**src/sv/pfpd_pkg.sv**
```systemverilog
// pfpd_pkg: shared types and constants of the person-follow PD controller.
// No dependencies; imported by every module of the block.
package pfpd_pkg;

    // Register map, index = paddr[4:2]
    typedef enum logic [2:0] {
        REG_FOLLOW_ENABLE   = 3'd0,
        REG_TARGET_BEARING  = 3'd1,
        REG_TARGET_RANGE_MM = 3'd2,
        REG_LIN_P_GAIN      = 3'd3,
        REG_LIN_D_GAIN      = 3'd4,
        REG_ANG_P_GAIN      = 3'd5,
        REG_ANG_D_GAIN      = 3'd6
    } pfpd_reg_t;

    localparam logic [13:0] TARGET_RANGE_RST = 14'd2000;
    localparam logic [31:0] GAIN_RST         = 32'd655;

    // 0.01 in Q3.12 and the open 80 mm band
    localparam int BEARING_DEADBAND = 40;
    localparam int RANGE_DEADBAND   = 79;

    // /16000 = >>7 then /125; the /125 is exact for 18-bit operands as
    // (n * 134218) >> 24
    localparam int          LIN_SHIFT       = 7;
    localparam logic [17:0] LIN_RECIP       = 18'd134218;
    localparam int          LIN_RECIP_SHIFT = 24;
    // |lin sum| at or above 2048*16000 clamps
    localparam logic [49:0] LIN_CLAMP_MAG = 50'd32768000;
    // |ang sum| at or above 4096*65536 clamps
    localparam logic [49:0] ANG_CLAMP_MAG = 50'd268435456;

    localparam int DIVB_STEPS = 15;
    localparam int MUL_STEPS  = 5;

    typedef struct packed {
        logic        follow_enable;
        logic [15:0] target_bearing;
        logic [13:0] target_range_mm;
        logic [31:0] lin_p_gain;
        logic [31:0] lin_d_gain;
        logic [31:0] ang_p_gain;
        logic [31:0] ang_d_gain;
    } pfpd_cfg_t;

    // controller -> datapath commands
    typedef struct packed {
        logic       load;
        logic       prep;
        logic       div_step;
        logic       err;
        logic       mul;
        logic [2:0] mul_idx;
        logic       scale;
        logic       recip;
        logic       commit;
    } pfpd_cmd_t;

endpackage

```
**src/sv/pfpd_cfg.sv**
```systemverilog
// pfpd_cfg: APB-style register file of the controller.
// Depends on pfpd_pkg for the register map and the config struct.
module pfpd_cfg
    import pfpd_pkg::*;
(
    input  logic        aclk,
    input  logic        aresetn,
    input  logic        psel,
    input  logic        penable,
    input  logic        pwrite,
    input  logic [4:0]  paddr,
    input  logic [31:0] pwdata,
    output logic [31:0] prdata,
    output logic        pready,
    output pfpd_cfg_t   cfg
);

    pfpd_cfg_t cfg_reg, cfg_next;
    pfpd_reg_t idx;
    logic      wr_en;

    assign pready = 1'b1;
    assign idx    = pfpd_reg_t'(paddr[4:2]);
    assign wr_en  = psel && penable && pwrite;
    assign cfg    = cfg_reg;

    always_comb begin
        cfg_next = cfg_reg;
        if (wr_en) begin
            unique case (idx)
                REG_FOLLOW_ENABLE:   cfg_next.follow_enable   = pwdata[0];
                REG_TARGET_BEARING:  cfg_next.target_bearing  = pwdata[15:0];
                REG_TARGET_RANGE_MM: cfg_next.target_range_mm = pwdata[13:0];
                REG_LIN_P_GAIN:      cfg_next.lin_p_gain      = pwdata;
                REG_LIN_D_GAIN:      cfg_next.lin_d_gain      = pwdata;
                REG_ANG_P_GAIN:      cfg_next.ang_p_gain      = pwdata;
                REG_ANG_D_GAIN:      cfg_next.ang_d_gain      = pwdata;
                default:             cfg_next = cfg_reg;
            endcase
        end
    end

    always_comb begin
        unique case (idx)
            REG_FOLLOW_ENABLE:   prdata = {31'b0, cfg_reg.follow_enable};
            REG_TARGET_BEARING:  prdata = {{16{cfg_reg.target_bearing[15]}},
                                           cfg_reg.target_bearing};
            REG_TARGET_RANGE_MM: prdata = {18'b0, cfg_reg.target_range_mm};
            REG_LIN_P_GAIN:      prdata = cfg_reg.lin_p_gain;
            REG_LIN_D_GAIN:      prdata = cfg_reg.lin_d_gain;
            REG_ANG_P_GAIN:      prdata = cfg_reg.ang_p_gain;
            REG_ANG_D_GAIN:      prdata = cfg_reg.ang_d_gain;
            default:             prdata = 32'b0;
        endcase
    end

    always_ff @(posedge aclk) begin
        if (!aresetn) begin
            cfg_reg.follow_enable   <= 1'b1;
            cfg_reg.target_bearing  <= 16'd0;
            cfg_reg.target_range_mm <= TARGET_RANGE_RST;
            cfg_reg.lin_p_gain      <= GAIN_RST;
            cfg_reg.lin_d_gain      <= GAIN_RST;
            cfg_reg.ang_p_gain      <= GAIN_RST;
            cfg_reg.ang_d_gain      <= GAIN_RST;
        end else begin
            cfg_reg <= cfg_next;
        end
    end

endmodule

```
**src/sv/pfpd_ctrl.sv**
```systemverilog
// pfpd_ctrl: sequencer of the controller; drives the datapath commands
// and the stream handshakes. Depends on pfpd_pkg.
module pfpd_ctrl
    import pfpd_pkg::*;
(
    input  logic      aclk,
    input  logic      aresetn,
    input  logic      follow_enable,
    input  logic      s_tvalid,
    output logic      s_tready,
    output logic      m_tvalid,
    input  logic      m_tready,
    output pfpd_cmd_t cmd
);

    typedef enum logic [7:0] {
        ST_IDLE  = 8'b0000_0001,
        ST_PREP  = 8'b0000_0010,
        ST_DIVB  = 8'b0000_0100,
        ST_ERR   = 8'b0000_1000,
        ST_MUL   = 8'b0001_0000,
        ST_SCALE = 8'b0010_0000,
        ST_RECIP = 8'b0100_0000,
        ST_DONE  = 8'b1000_0000
    } state_t;

    state_t     state_reg, state_next;
    logic [3:0] cnt_reg, cnt_next;
    logic       m_valid_reg, m_valid_next;

    assign s_tready = (state_reg == ST_IDLE);
    assign m_tvalid = m_valid_reg;

    always_comb begin
        state_next = state_reg;
        cnt_next   = cnt_reg;
        cmd        = '0;
        unique case (state_reg)
            ST_IDLE: begin
                // disabled: request is taken and dropped
                if (s_tvalid && follow_enable) begin
                    cmd.load   = 1'b1;
                    state_next = ST_PREP;
                end
            end
            ST_PREP: begin
                cmd.prep   = 1'b1;
                cnt_next   = 4'd0;
                state_next = ST_DIVB;
            end
            ST_DIVB: begin
                cmd.div_step = 1'b1;
                if (cnt_reg == 4'(DIVB_STEPS - 1)) begin
                    cnt_next   = 4'd0;
                    state_next = ST_ERR;
                end else begin
                    cnt_next = cnt_reg + 4'd1;
                end
            end
            ST_ERR: begin
                cmd.err    = 1'b1;
                cnt_next   = 4'd0;
                state_next = ST_MUL;
            end
            ST_MUL: begin
                cmd.mul     = 1'b1;
                cmd.mul_idx = cnt_reg[2:0];
                if (cnt_reg == 4'(MUL_STEPS - 1)) begin
                    cnt_next   = 4'd0;
                    state_next = ST_SCALE;
                end else begin
                    cnt_next = cnt_reg + 4'd1;
                end
            end
            ST_SCALE: begin
                cmd.scale  = 1'b1;
                cnt_next   = 4'd0;
                state_next = ST_RECIP;
            end
            ST_RECIP: begin
                // /125 by reciprocal multiply
                cmd.recip  = 1'b1;
                state_next = ST_DONE;
            end
            ST_DONE: begin
                // wait for a free output slot
                if (!m_valid_reg || m_tready) begin
                    cmd.commit = 1'b1;
                    state_next = ST_IDLE;
                end
            end
            default: begin
                state_next = ST_IDLE;
                cnt_next   = 4'd0;
            end
        endcase
    end

    always_comb begin
        if (cmd.commit) begin
            m_valid_next = 1'b1;
        end else if (m_tready) begin
            m_valid_next = 1'b0;
        end else begin
            m_valid_next = m_valid_reg;
        end
    end

    always_ff @(posedge aclk) begin
        if (!aresetn) begin
            state_reg   <= ST_IDLE;
            cnt_reg     <= 4'd0;
            m_valid_reg <= 1'b0;
        end else begin
            state_reg   <= state_next;
            cnt_reg     <= cnt_next;
            m_valid_reg <= m_valid_next;
        end
    end

    // stalled result keeps the sequencer parked
    a_done_hold: assert property (@(posedge aclk) disable iff (!aresetn)
        (state_reg == ST_DONE && m_valid_reg && !m_tready) |=> (state_reg == ST_DONE))
        else $error("pfpd_ctrl: left DONE while output slot busy");

    a_disabled_drop: assert property (@(posedge aclk) disable iff (!aresetn)
        (s_tvalid && s_tready && !follow_enable) |=> (state_reg == ST_IDLE && !cmd.commit))
        else $error("pfpd_ctrl: request processed while following disabled");

    a_idle_cnt: assert property (@(posedge aclk) disable iff (!aresetn)
        (state_reg == ST_IDLE) |-> (cnt_reg == 4'd0))
        else $error("pfpd_ctrl: step counter not cleared at idle");

endmodule

```
**src/sv/pfpd_dp.sv**
```systemverilog
// pfpd_dp: datapath of the controller: serial divider, shared multiplier,
// error/deadband logic, scaling, clamps and output register. Depends on pfpd_pkg.
module pfpd_dp
    import pfpd_pkg::*;
(
    input  logic        aclk,
    input  logic        aresetn,
    input  pfpd_cmd_t   cmd,
    input  pfpd_cfg_t   cfg,
    input  logic [47:0] s_tdata,
    output logic [26:0] out_data
);

    // input latch
    logic signed [15:0] x_reg;
    logic signed [15:0] y_reg;
    logic [13:0]        z_reg;

    // case flags
    logic allzero_reg, zzero_reg, sat_reg, xneg_reg, xzero_reg;

    // serial restoring divider
    logic [13:0] rem_reg, rem_next;
    logic [14:0] dvd_reg, dvd_next;
    logic [14:0] quo_reg, quo_next;
    logic [13:0] div_reg, div_next;
    logic [14:0] r2;
    logic        ge;

    // errors and PD state
    logic signed [16:0] eb_reg, prev_b_reg;
    logic signed [15:0] er_reg, prev_r_reg;

    // multiply / accumulate
    logic signed [17:0] opa;
    logic signed [31:0] opb;
    logic signed [49:0] prod_reg, prod_next;
    logic signed [49:0] lin_acc_reg, ang_acc_reg;

    // scaling
    logic        lin_neg_reg, lin_clamp_reg;
    logic [17:0] lin_red_reg;
    logic [10:0] lin_q_reg;
    logic [13:0] ang_reg;
    logic [26:0] out_reg;

    logic [15:0] absx;
    logic        sat;
    logic signed [15:0] bearing;
    logic [13:0] range_mm;
    logic signed [16:0] eb_raw, eb_next;
    logic signed [15:0] er_raw, er_next;
    logic [49:0] lin_mag, ang_mag;
    logic [17:0] lin_red;
    logic [35:0] lin_prod;
    logic [12:0] ang_m;
    logic [13:0] ang_next;
    logic [11:0] lin_m;
    logic [12:0] lin_out;

    assign out_data = out_reg;

    // prep: |x|, saturation test |x| >= 8z
    assign absx = x_reg[15] ? 16'(-x_reg) : x_reg;
    assign sat  = ({1'b0, absx} >= {z_reg, 3'b000});

    // scale
    assign lin_mag = lin_acc_reg[49] ? 50'(-lin_acc_reg) : lin_acc_reg;
    assign ang_mag = ang_acc_reg[49] ? 50'(-ang_acc_reg) : ang_acc_reg;
    assign lin_red = lin_mag[LIN_SHIFT +: 18];
    assign ang_m   = (ang_mag >= ANG_CLAMP_MAG) ? 13'd4096 : {1'b0, ang_mag[27:16]};
    assign ang_next = ang_acc_reg[49] ? 14'(-{1'b0, ang_m}) : {1'b0, ang_m};

    // floor(lin_red / 125), exact below the clamp
    assign lin_prod = lin_red_reg * LIN_RECIP;

    // divider step and loads
    assign r2 = {rem_reg, dvd_reg[14]};
    assign ge = (r2 >= {1'b0, div_reg});

    always_comb begin
        rem_next = rem_reg;
        dvd_next = dvd_reg;
        quo_next = quo_reg;
        div_next = div_reg;
        if (cmd.prep) begin
            // quotient < 2^15 when not saturated, so top remainder is < z
            rem_next = {1'b0, absx[15:3]};
            dvd_next = {absx[2:0], 12'b0};
            quo_next = 15'd0;
            div_next = z_reg;
        end else if (cmd.div_step) begin
            rem_next = ge ? 14'(r2 - {1'b0, div_reg}) : r2[13:0];
            dvd_next = {dvd_reg[13:0], 1'b0};
            quo_next = {quo_reg[13:0], ge};
        end
    end

    // bearing, range, errors with deadbands
    always_comb begin
        priority if (allzero_reg) begin
            bearing = cfg.target_bearing;
        end else if (zzero_reg || sat_reg) begin
            bearing = xneg_reg ? -16'sd32768 : (xzero_reg ? 16'sd0 : 16'sd32767);
        end else begin
            bearing = xneg_reg ? 16'(-{1'b0, quo_reg}) : {1'b0, quo_reg};
        end
        range_mm = allzero_reg ? cfg.target_range_mm : z_reg;
        eb_raw = {bearing[15], bearing}
               - {cfg.target_bearing[15], cfg.target_bearing};
        er_raw = {2'b00, range_mm} - {2'b00, cfg.target_range_mm};
        eb_next = (eb_raw >= -17'(BEARING_DEADBAND) && eb_raw <= 17'(BEARING_DEADBAND))
                ? 17'sd0 : eb_raw;
        er_next = (er_raw >= -16'(RANGE_DEADBAND) && er_raw <= 16'(RANGE_DEADBAND))
                ? 16'sd0 : er_raw;
    end

    // shared multiplier operands
    always_comb begin
        unique case (cmd.mul_idx)
            3'd0: begin
                opa = {{2{er_reg[15]}}, er_reg};
                opb = cfg.lin_p_gain;
            end
            3'd1: begin
                opa = {{2{er_reg[15]}}, er_reg} - {{2{prev_r_reg[15]}}, prev_r_reg};
                opb = cfg.lin_d_gain;
            end
            3'd2: begin
                opa = {eb_reg[16], eb_reg};
                opb = cfg.ang_p_gain;
            end
            3'd3: begin
                opa = {eb_reg[16], eb_reg} - {prev_b_reg[16], prev_b_reg};
                opb = cfg.ang_d_gain;
            end
            default: begin
                opa = 18'sd0;
                opb = 32'sd0;
            end
        endcase
        prod_next = opa * opb;
    end

    // linear result from the reciprocal quotient
    assign lin_m   = lin_clamp_reg ? 12'd2048 : {1'b0, lin_q_reg};
    assign lin_out = lin_neg_reg ? 13'(-{1'b0, lin_m}) : {1'b0, lin_m};

    always_ff @(posedge aclk) begin
        if (cmd.load) begin
            x_reg <= s_tdata[15:0];
            y_reg <= s_tdata[31:16];
            z_reg <= s_tdata[45:32];
        end
        if (cmd.prep) begin
            allzero_reg <= (x_reg == 16'sd0) && (y_reg == 16'sd0) && (z_reg == 14'd0);
            zzero_reg   <= (z_reg == 14'd0);
            sat_reg     <= sat;
            xneg_reg    <= x_reg[15];
            xzero_reg   <= (x_reg == 16'sd0);
        end
        rem_reg <= rem_next;
        dvd_reg <= dvd_next;
        quo_reg <= quo_next;
        div_reg <= div_next;
        if (cmd.err) begin
            eb_reg <= eb_next;
            er_reg <= er_next;
        end
        if (cmd.mul) begin
            prod_reg <= prod_next;
            unique case (cmd.mul_idx)
                3'd1:    lin_acc_reg <= prod_reg;
                3'd2:    lin_acc_reg <= lin_acc_reg + prod_reg;
                3'd3:    ang_acc_reg <= prod_reg;
                3'd4:    ang_acc_reg <= ang_acc_reg + prod_reg;
                default: ;
            endcase
        end
        if (cmd.scale) begin
            lin_neg_reg   <= lin_acc_reg[49];
            lin_clamp_reg <= (lin_mag >= LIN_CLAMP_MAG);
            lin_red_reg   <= lin_red;
            ang_reg       <= ang_next;
        end
        if (cmd.recip) begin
            lin_q_reg <= lin_prod[LIN_RECIP_SHIFT +: 11];
        end
        if (cmd.commit) begin
            out_reg <= {ang_reg, lin_out};
        end
    end

    // PD history: cleared by reset, updated only on a delivered result
    always_ff @(posedge aclk) begin
        if (!aresetn) begin
            prev_b_reg <= 17'sd0;
            prev_r_reg <= 16'sd0;
        end else if (cmd.commit) begin
            prev_b_reg <= eb_reg;
            prev_r_reg <= er_reg;
        end
    end

    a_lin_range: assert property (@(posedge aclk) disable iff (!aresetn)
        cmd.commit |=> ($signed(out_reg[12:0]) <= 13'sd2048
                        && $signed(out_reg[12:0]) >= -13'sd2048))
        else $error("pfpd_dp: linear command outside clamp");

    a_eb_deadband: assert property (@(posedge aclk) disable iff (!aresetn)
        cmd.err |=> (eb_reg == 17'sd0 || eb_reg > 17'sd40 || eb_reg < -17'sd40))
        else $error("pfpd_dp: bearing error inside deadband not zeroed");

endmodule

```
**src/sv/person_follow_pd_controller.sv**
```systemverilog
// person_follow_pd_controller: top level of the person-follow PD controller.
// Depends on pfpd_pkg, pfpd_cfg, pfpd_ctrl and pfpd_dp.
//
// Usage:
//   s_ channel carries one body position request per sample (x, y, z in mm).
//   m_ channel returns one velocity command pair per request while following
//   is enabled; with follow_enable = 0 requests are taken and dropped and the
//   PD history stays untouched.
//   APB-style port holds targets, gains and the enable (register i at 4*i);
//   write it only while the block is idle.
// Sequence:
//   A request is taken only when the sequencer is idle, so a new request waits
//   until the last result is committed. Each request runs through prep, the
//   15-step serial divider pass (bearing x/z), error, the shared multiplier
//   pass, scale, reciprocal and done; the /125 of the linear law is one
//   reciprocal multiply.
// Reset (aresetn low, synchronous): config registers return to their defaults,
//   PD history clears, the output register empties.
// Stall: the result sits in the output register; the sequencer finishes the
//   next item and holds it until the register frees up.
module person_follow_pd_controller
    import pfpd_pkg::*;
(
    input  logic        aclk,
    input  logic        aresetn,
    // request in
    input  logic        s_tvalid,
    output logic        s_tready,
    input  logic [47:0] s_tdata,   // [15:0] com_x, [31:16] com_y, [45:32] com_z, rest 0
    // command out
    output logic        m_tvalid,
    input  logic        m_tready,
    output logic [31:0] m_tdata,   // [12:0] linear_velocity, [26:13] angular_velocity
    // register port
    input  logic        psel,
    input  logic        penable,
    input  logic        pwrite,
    input  logic [4:0]  paddr,
    input  logic [31:0] pwdata,
    output logic [31:0] prdata,
    output logic        pready
);

    pfpd_cfg_t   cfg;
    pfpd_cmd_t   cmd;
    logic [26:0] out_data;

    pfpd_cfg u_cfg (
        .aclk    (aclk),
        .aresetn (aresetn),
        .psel    (psel),
        .penable (penable),
        .pwrite  (pwrite),
        .paddr   (paddr),
        .pwdata  (pwdata),
        .prdata  (prdata),
        .pready  (pready),
        .cfg     (cfg)
    );

    // sequencer: handshakes plus per-step commands
    pfpd_ctrl u_ctrl (
        .aclk          (aclk),
        .aresetn       (aresetn),
        .follow_enable (cfg.follow_enable),
        .s_tvalid      (s_tvalid),
        .s_tready      (s_tready),
        .m_tvalid      (m_tvalid),
        .m_tready      (m_tready),
        .cmd           (cmd)
    );

    // arithmetic and the output register
    pfpd_dp u_dp (
        .aclk     (aclk),
        .aresetn  (aresetn),
        .cmd      (cmd),
        .cfg      (cfg),
        .s_tdata  (s_tdata),
        .out_data (out_data)
    );

    assign m_tdata = {5'b0, out_data};

endmodule
```
**config.mk**
```make
export PLATFORM = sky130hd
export DESIGN_NAME = person_follow_pd_controller
export DESIGN_NICKNAME = d
export VERILOG_FILES = /design/src/sv/pfpd_pkg.sv /design/src/sv/pfpd_cfg.sv /design/src/sv/pfpd_ctrl.sv /design/src/sv/pfpd_dp.sv /design/src/sv/person_follow_pd_controller.sv
export SDC_FILE = /design/constraint.sdc
export NUM_CORES = 2
export LEC_CHECK = 0
export ABC_AREA = 1
export BUFFER_PORTS_ARGS = -buffer_cell sky130_fd_sc_hd__buf_2
export CORE_ASPECT_RATIO = 0.9
export CORE_MARGIN = 3
export CORE_UTILIZATION = 50
export DETAILED_ROUTE_END_ITERATION = 8
export PLACE_DENSITY_LB_ADDON = 0.08
export SYNTH_ARGS = -nofsm -noshare
export SYNTH_HDL_FRONTEND = slang
export SYNTH_SLANG_ARGS = --single-unit
```
**constraint.sdc**
```tcl
create_clock -name aclk -period 8.7 [get_ports aclk]
set_input_delay 0.87 -clock aclk [delete_from_list [all_inputs] [get_ports aclk]]
set_output_delay 0.87 -clock aclk [all_outputs]
set_load 0.01 [all_outputs]
```
# After elaboration in Yosys (flattened, before gate mapping)
# Cells that the tools add are included.
# totals
mem_count,0
latchBits,0
romBits,0
out_inout_bits,67
word_cells,159
ramBits,0
register_bits,555
inputBits,92
# op_classes
eq_ne,24
n_mul,2
reduce_logical,30
bitwise,0
magnitude_cmp,8
div,0
n_mux,43
shift,0
add_sub_neg,14
# ops
op,n
case mux 32 bit (7 select lines),1
case mux 50 bit (2 select lines),2
case mux 32 bit (4 select lines),1
adder 50 bit,2
2-to-1 mux 50 bit,2
negation 50 bit,2
2-to-1 mux 16 bit,5
case mux 18 bit (4 select lines),1
case mux 8 bit (8 select lines),1
2-to-1 mux 13 bit,4
greater-or-equal comparator 50 x 25 -> 1 bit (second input constant),1
greater-or-equal comparator 50 x 29 -> 1 bit (second input constant),1
multiplier 18 x 32 -> 50 bit,1
2-to-1 mux 15 bit,3
multiplier 18 x 17 -> 34 bit (second input constant),1
logical NOT 16 bit,2
2-to-1 mux 8 bit,4
2-to-1 mux 14 bit,2
2-to-1 mux 12 bit,2
AND reduction 2 bit,9
subtractor 17 x 17 -> 18 bit,1
greater-or-equal comparator 16 x 17 -> 1 bit,1
greater-or-equal comparator 17 x 7 -> 1 bit (second input constant),1
less-or-equal comparator 17 x 7 -> 1 bit (second input constant),1
37 further kinds,70

# Depth between registers and ports, before layout
# depth
depth_word,7
ltp_mapped,44
mapped_depth_nobuf,43

# Hierarchy
# From an unflattened synthesis, not the netlist that was laid out.
# hier_totals
hier_cells,8069
area_unflattened_um2,61567.8
# by_module_without_submodules
mod,area_per_inst_um2,instances,seq_area_each_um2,cells_per_inst
pfpd_dp,52821.9,1,11020.6,6678
pfpd_cfg,7806.2,1,3183.1,1256
pfpd_ctrl,898.4,1,260.2,129
person_follow_pd_controller,41.3,1,0.0,6

# Worst setup path after synthesis
# Ideal clock, no wire load.
# synth_path
path_type,register to register
startpoint,register u_ctrl.state_reg[0]
endpoint,register u_dp.prod_reg[49] (data pin)
slack_ns,-0.293
n_path_buf,2
setup_ns,0.262
period_less_slack_ns,8.993
path_stages_with_launch,33
required_ns,8.438
t_arrival_ns,8.731
path_cell_list,dfxtp_1 -> nor2_1 -> inv_2 -> nor2_4 -> inv_2 -> nor4_4 -> inv_2 -> nor2_2 -> nand2_2 -> nor2_2 -> buf_6 -> buf_6 -> a21oi_1 -> nand3_2 -> inv_2 -> nor2_1 -> inv_1 -> fa_1 -> inv_1 -> fa_1 -> inv_1 -> fa_1 -> fa_1 -> fa_1 -> fa_1 -> inv_1 -> ha_1 -> a21oi_1 -> o21ai_0 -> a311oi_1 -> nand3_1 -> a21oi_1 -> xor2_1
# synth_via
elab_chain_len,5
word_cells_on_any_way,9
classes_between,mul (1); eq/ne (4); mux (3); reduce/logical (1)
# synth_rtl
item,line,rtl
from (decl),pfpd_ctrl.sv:27,"state_t state_reg, state_next;"
from (signal assigned),pfpd_ctrl.sv:115,state_reg <= state_next;
equality test 8 x 5 -> 1 bit *,pfpd_ctrl.sv:38,unique case (state_reg)
2-to-1 mux 4 bit *,pfpd_ctrl.sv:38,
equality test 3 x 2 -> 1 bit (tied with other cells),pfpd_dp.sv:120,unique case (cmd.mul_idx)
case mux 18 bit (4 select lines) or case mux 32 bit (4 select lines) (tied branches),pfpd_dp.sv:120,
multiplier 18 x 32 -> 50 bit *,pfpd_dp.sv:142,prod_next = opa * opb;
via u_dp.prod_next[49],pfpd_dp.sv:37,"logic signed [49:0] prod_reg, prod_next;"
to (signal assigned),pfpd_dp.sv:171,prod_reg <= prod_next;
to (decl),pfpd_dp.sv:37,
# The timed path passes the listed nets; every way through them passes the cells marked *.
# A chain may end at the register's enable or synchronous reset.

# Worst setup path after layout
# layout_path
startpoint,register u_ctrl.state_reg[3]
endpoint,register u_dp.prod_reg[42] (data pin)
# Same word-level chain as after synthesis.

==> results.toml <==
[finish]
largest_reg_flops = 159
post-route-util = 0.552
drive_gt1_frac = 0.0788
n_fill_cell = 11210
syn2layout_area_growth_pct = 9.19
fin_nets = 8685
fin_cells = 9152

[setup_path]
cp_common_cell = "nand2_1"
required_ns = 9.20
cpPeakStageDelay_ns = 0.64
endpoint_kind = "flip-flop"
crit_buf_inv = 10
startpoint_type = "flip-flop"
cpMaxStageDelayCell = "fa_1"
path_class = "reg -> reg"
cp_top_family = "adder cells"
arrival_ns = 8.84
cp_max_fo = 31

[clock_tree]
htree_num_levels = 3
clk_pin_slew_worst_paths_ns = 0.06
cts_num_sinks = 555
cts_tree = "yes"
cts_hold_buf = 0
clock-root-buffer = "clkbuf_16"
clockBufferDepth = 3
cts_made_buffers = 66
clkLatencyLatePin_ns = 0.66

[die]
start_util = 0.506
die_w_um = 369
rows = 119
coreArea_um2 = 117000
die_y_um = 333
ios = 159
dieArea_um2 = 123000

[synthesis]
ys_seq_area_frac = 0.244
ys_ff_latch = 555
synth_top_cell_by_area = "fa_1"
synth_commonest_cells = "inv_1, nand2_1, nor2_1"
syn_inst = 7420
synth_top_area_share = 0.205
ys_warn_count = 0
synth_xor_area_frac = 0.0359
yosysMostFrequentCell = "inv_1"
synth_adder_area_share = 0.302
syn_area_um2 = 59300
synth_cell_types = 64
synth_compound_area_frac = 0.135
synth_top_family_by_area = "adder cells"
ys.flop_type = "edfxtp_1"
synth_edf_count = 335
avgSynthCellArea_um2 = 7.99
synth_mux_area_frac = 0
synth-simple-area-share = 0.175
synth.area.top_cells = "fa_1, edfxtp_1, ha_1"
async_flop_share = 0

[timing]
fin_crit_sh = 0.958
drv_slew = 0
setup_viol = 0
hold_ws_ns = 0.380
max_slew_margin = 0.171
layout_setup_ws_ns = 0.366
clock-skew-final_ns = 0.0218
max_clock_freq_mhz = 120
hold_viol = 0
fin_crit_ns = 8.33
worst_pin_slew_ns = 1.24

[routing]
drt_first_pass_iters = 8
wl_um = 180000
drt_iter0_drc = 4449
num_vias = 50426
vias_per_cell = 5.51
drcViolationCount = 0
wire_per_inst_um = 19.7
antenna_left = 0

[global_route]
grt_max_degree = 98
track_usage = 0.294
grt_first_pass_wirelength_um = 283000
antenna_found_initial = 5
grt_pass1_vias = 49937
gr-total-overflow = 0

[place]
hpwlAfterDp_um = 143000
place_congestion = 0.938
dp_slack_ns = 0.221
dp_cells = 9024
io_buffers = 148

[power]
power_mw = 8.48
p_leak_nw = 29.9
irDropWorstVdd_uv = 149
power_density_nw_per_um2 = 131

[outcome]
outcome = "finished, final reports clean"

[flow_run]
cap_violations = 0

[min_path]
hold_path_class = "in -> reg"
-- worst reg2reg max path, delay by kind of cell (launching register included) --
family	cells	cell delay, ns
adder cells (fa/ha/maj)	7	3.60
AND/OR/NAND/NOR	15	2.09
buffers and inverters	10	1.56
flip-flops	1	0.33
XOR/XNOR	1	0.18
AO/OA/AOI/OAI	3	0.44
-- power breakdown --
| group | total (mW) | internal [mW] | leakage (nW) | switching, mW |
|---|---|---|---|---|
| clock network | 2.94 | 1.75 | 1.10 | 1.18 |
| logic | 2.40 | 0.834 | 24.0 | 1.56 |
| registers | 3.14 | 3.03 | 4.84 | 0.108 |
| total | 8.48 | 5.62 | 29.9 | 2.86 |
-- per-stage QoR --
step | setup TNS [ns] | instance area (um2)
4_1_cts | 0 | 64600
5_1_grt | -0.0317 | 64800
3_3_place_gp | 0 | 62300
2_1_floorplan | -0.0639 | 59800
6_report | 0 | 64800
3_5_place_dp | 0 | 62300
-- kinds of logic (layout without fill, tap and decap cells) --
group / after synthesis / count (layout)
and+or+nand+nor: 2488 / 2488
adders and majority gates: 1066 / 1066
other: 2 / 7
AOI/OAI and AO/OA: 1389 / 1389
DFF: 555 / 555
xor gates and xnor gates: 243 / 243
buffers and inverters: 1677 / 1831
-- path summary, 6_finish.rpt --
path | startpoint | endpoint | slack, ns | depth (start not counted)
worst max-delay path | u_ctrl.state_reg[3] | u_dp.prod_reg[42] | 0.37 | 36
worst min-delay path | s_tdata[27] | u_dp.y_reg[11] | 0.38 | 1
worst max register to register | u_ctrl.state_reg[3] | u_dp.prod_reg[42] | 0.37 | 36
worst min register to register | u_dp.ang_reg[12] | u_dp.out_data[25] | 0.42 | 0
-- routing by layer --
layer,vias to the layer above,share of wire,GRT usage
li1,24173,-,-
met1,24184,0.46,0.423
met2,1784,0.43,0.443
met3,281,0.081,0.0570
met4,4,0.036,0.0974
met5,-,0.00012,0
-- what timing repair did --
action / in CTS / in global routing
buffers inserted: 0 / 6
hold endpoints to repair: 0 / 0
setup endpoints to repair: 0 / 22
gates resized for setup: 0 / 39
-- cells in the final DEF, fill, tap and decap left out, types with 18 or more instances in the layout --
cell	synthesis	layout
nand4_1	58	58
dfxtp_1	220	220
a21oi_1	526	510
a221oi_1	27	27
o21a_1	28	27
xor2_1	155	155
a31oi_1	56	53
clkbuf_16	0	70
or2_2	38	38
nand3b_1	23	23
inv_1	1400	1396
o221ai_1	32	30
inv_2	49	52
xnor2_1	88	88
edfxtp_1	335	335
buf_2	90	147
nand2_1	1335	1317
nand2_2	4	22
nor4_1	41	37
buf_4	15	91
nor2_1	669	653
ha_1	459	443
o211ai_1	36	36
o21ai_0	484	472
fa_1	607	597
nand3_1	207	206
nor3_1	76	74
o22ai_1	71	71
nor2_2	7	18
-- final cells by class --
class                           instances  area, um2  share of cell area
Clock buffer                           98       1940              0.0300
Clock inverter                         21        299             0.00462
Inverter                             1456       5470              0.0844
Multi-Input combinational cell       5192      38900               0.600
Tap cell                             1573       1970              0.0304
Timing Repair Buffer                  256       1770              0.0274
Antenna cell                            1       2.50           0.0000386
Sequential cell                       555      14500               0.223
(Power assumes the default switching activity.)
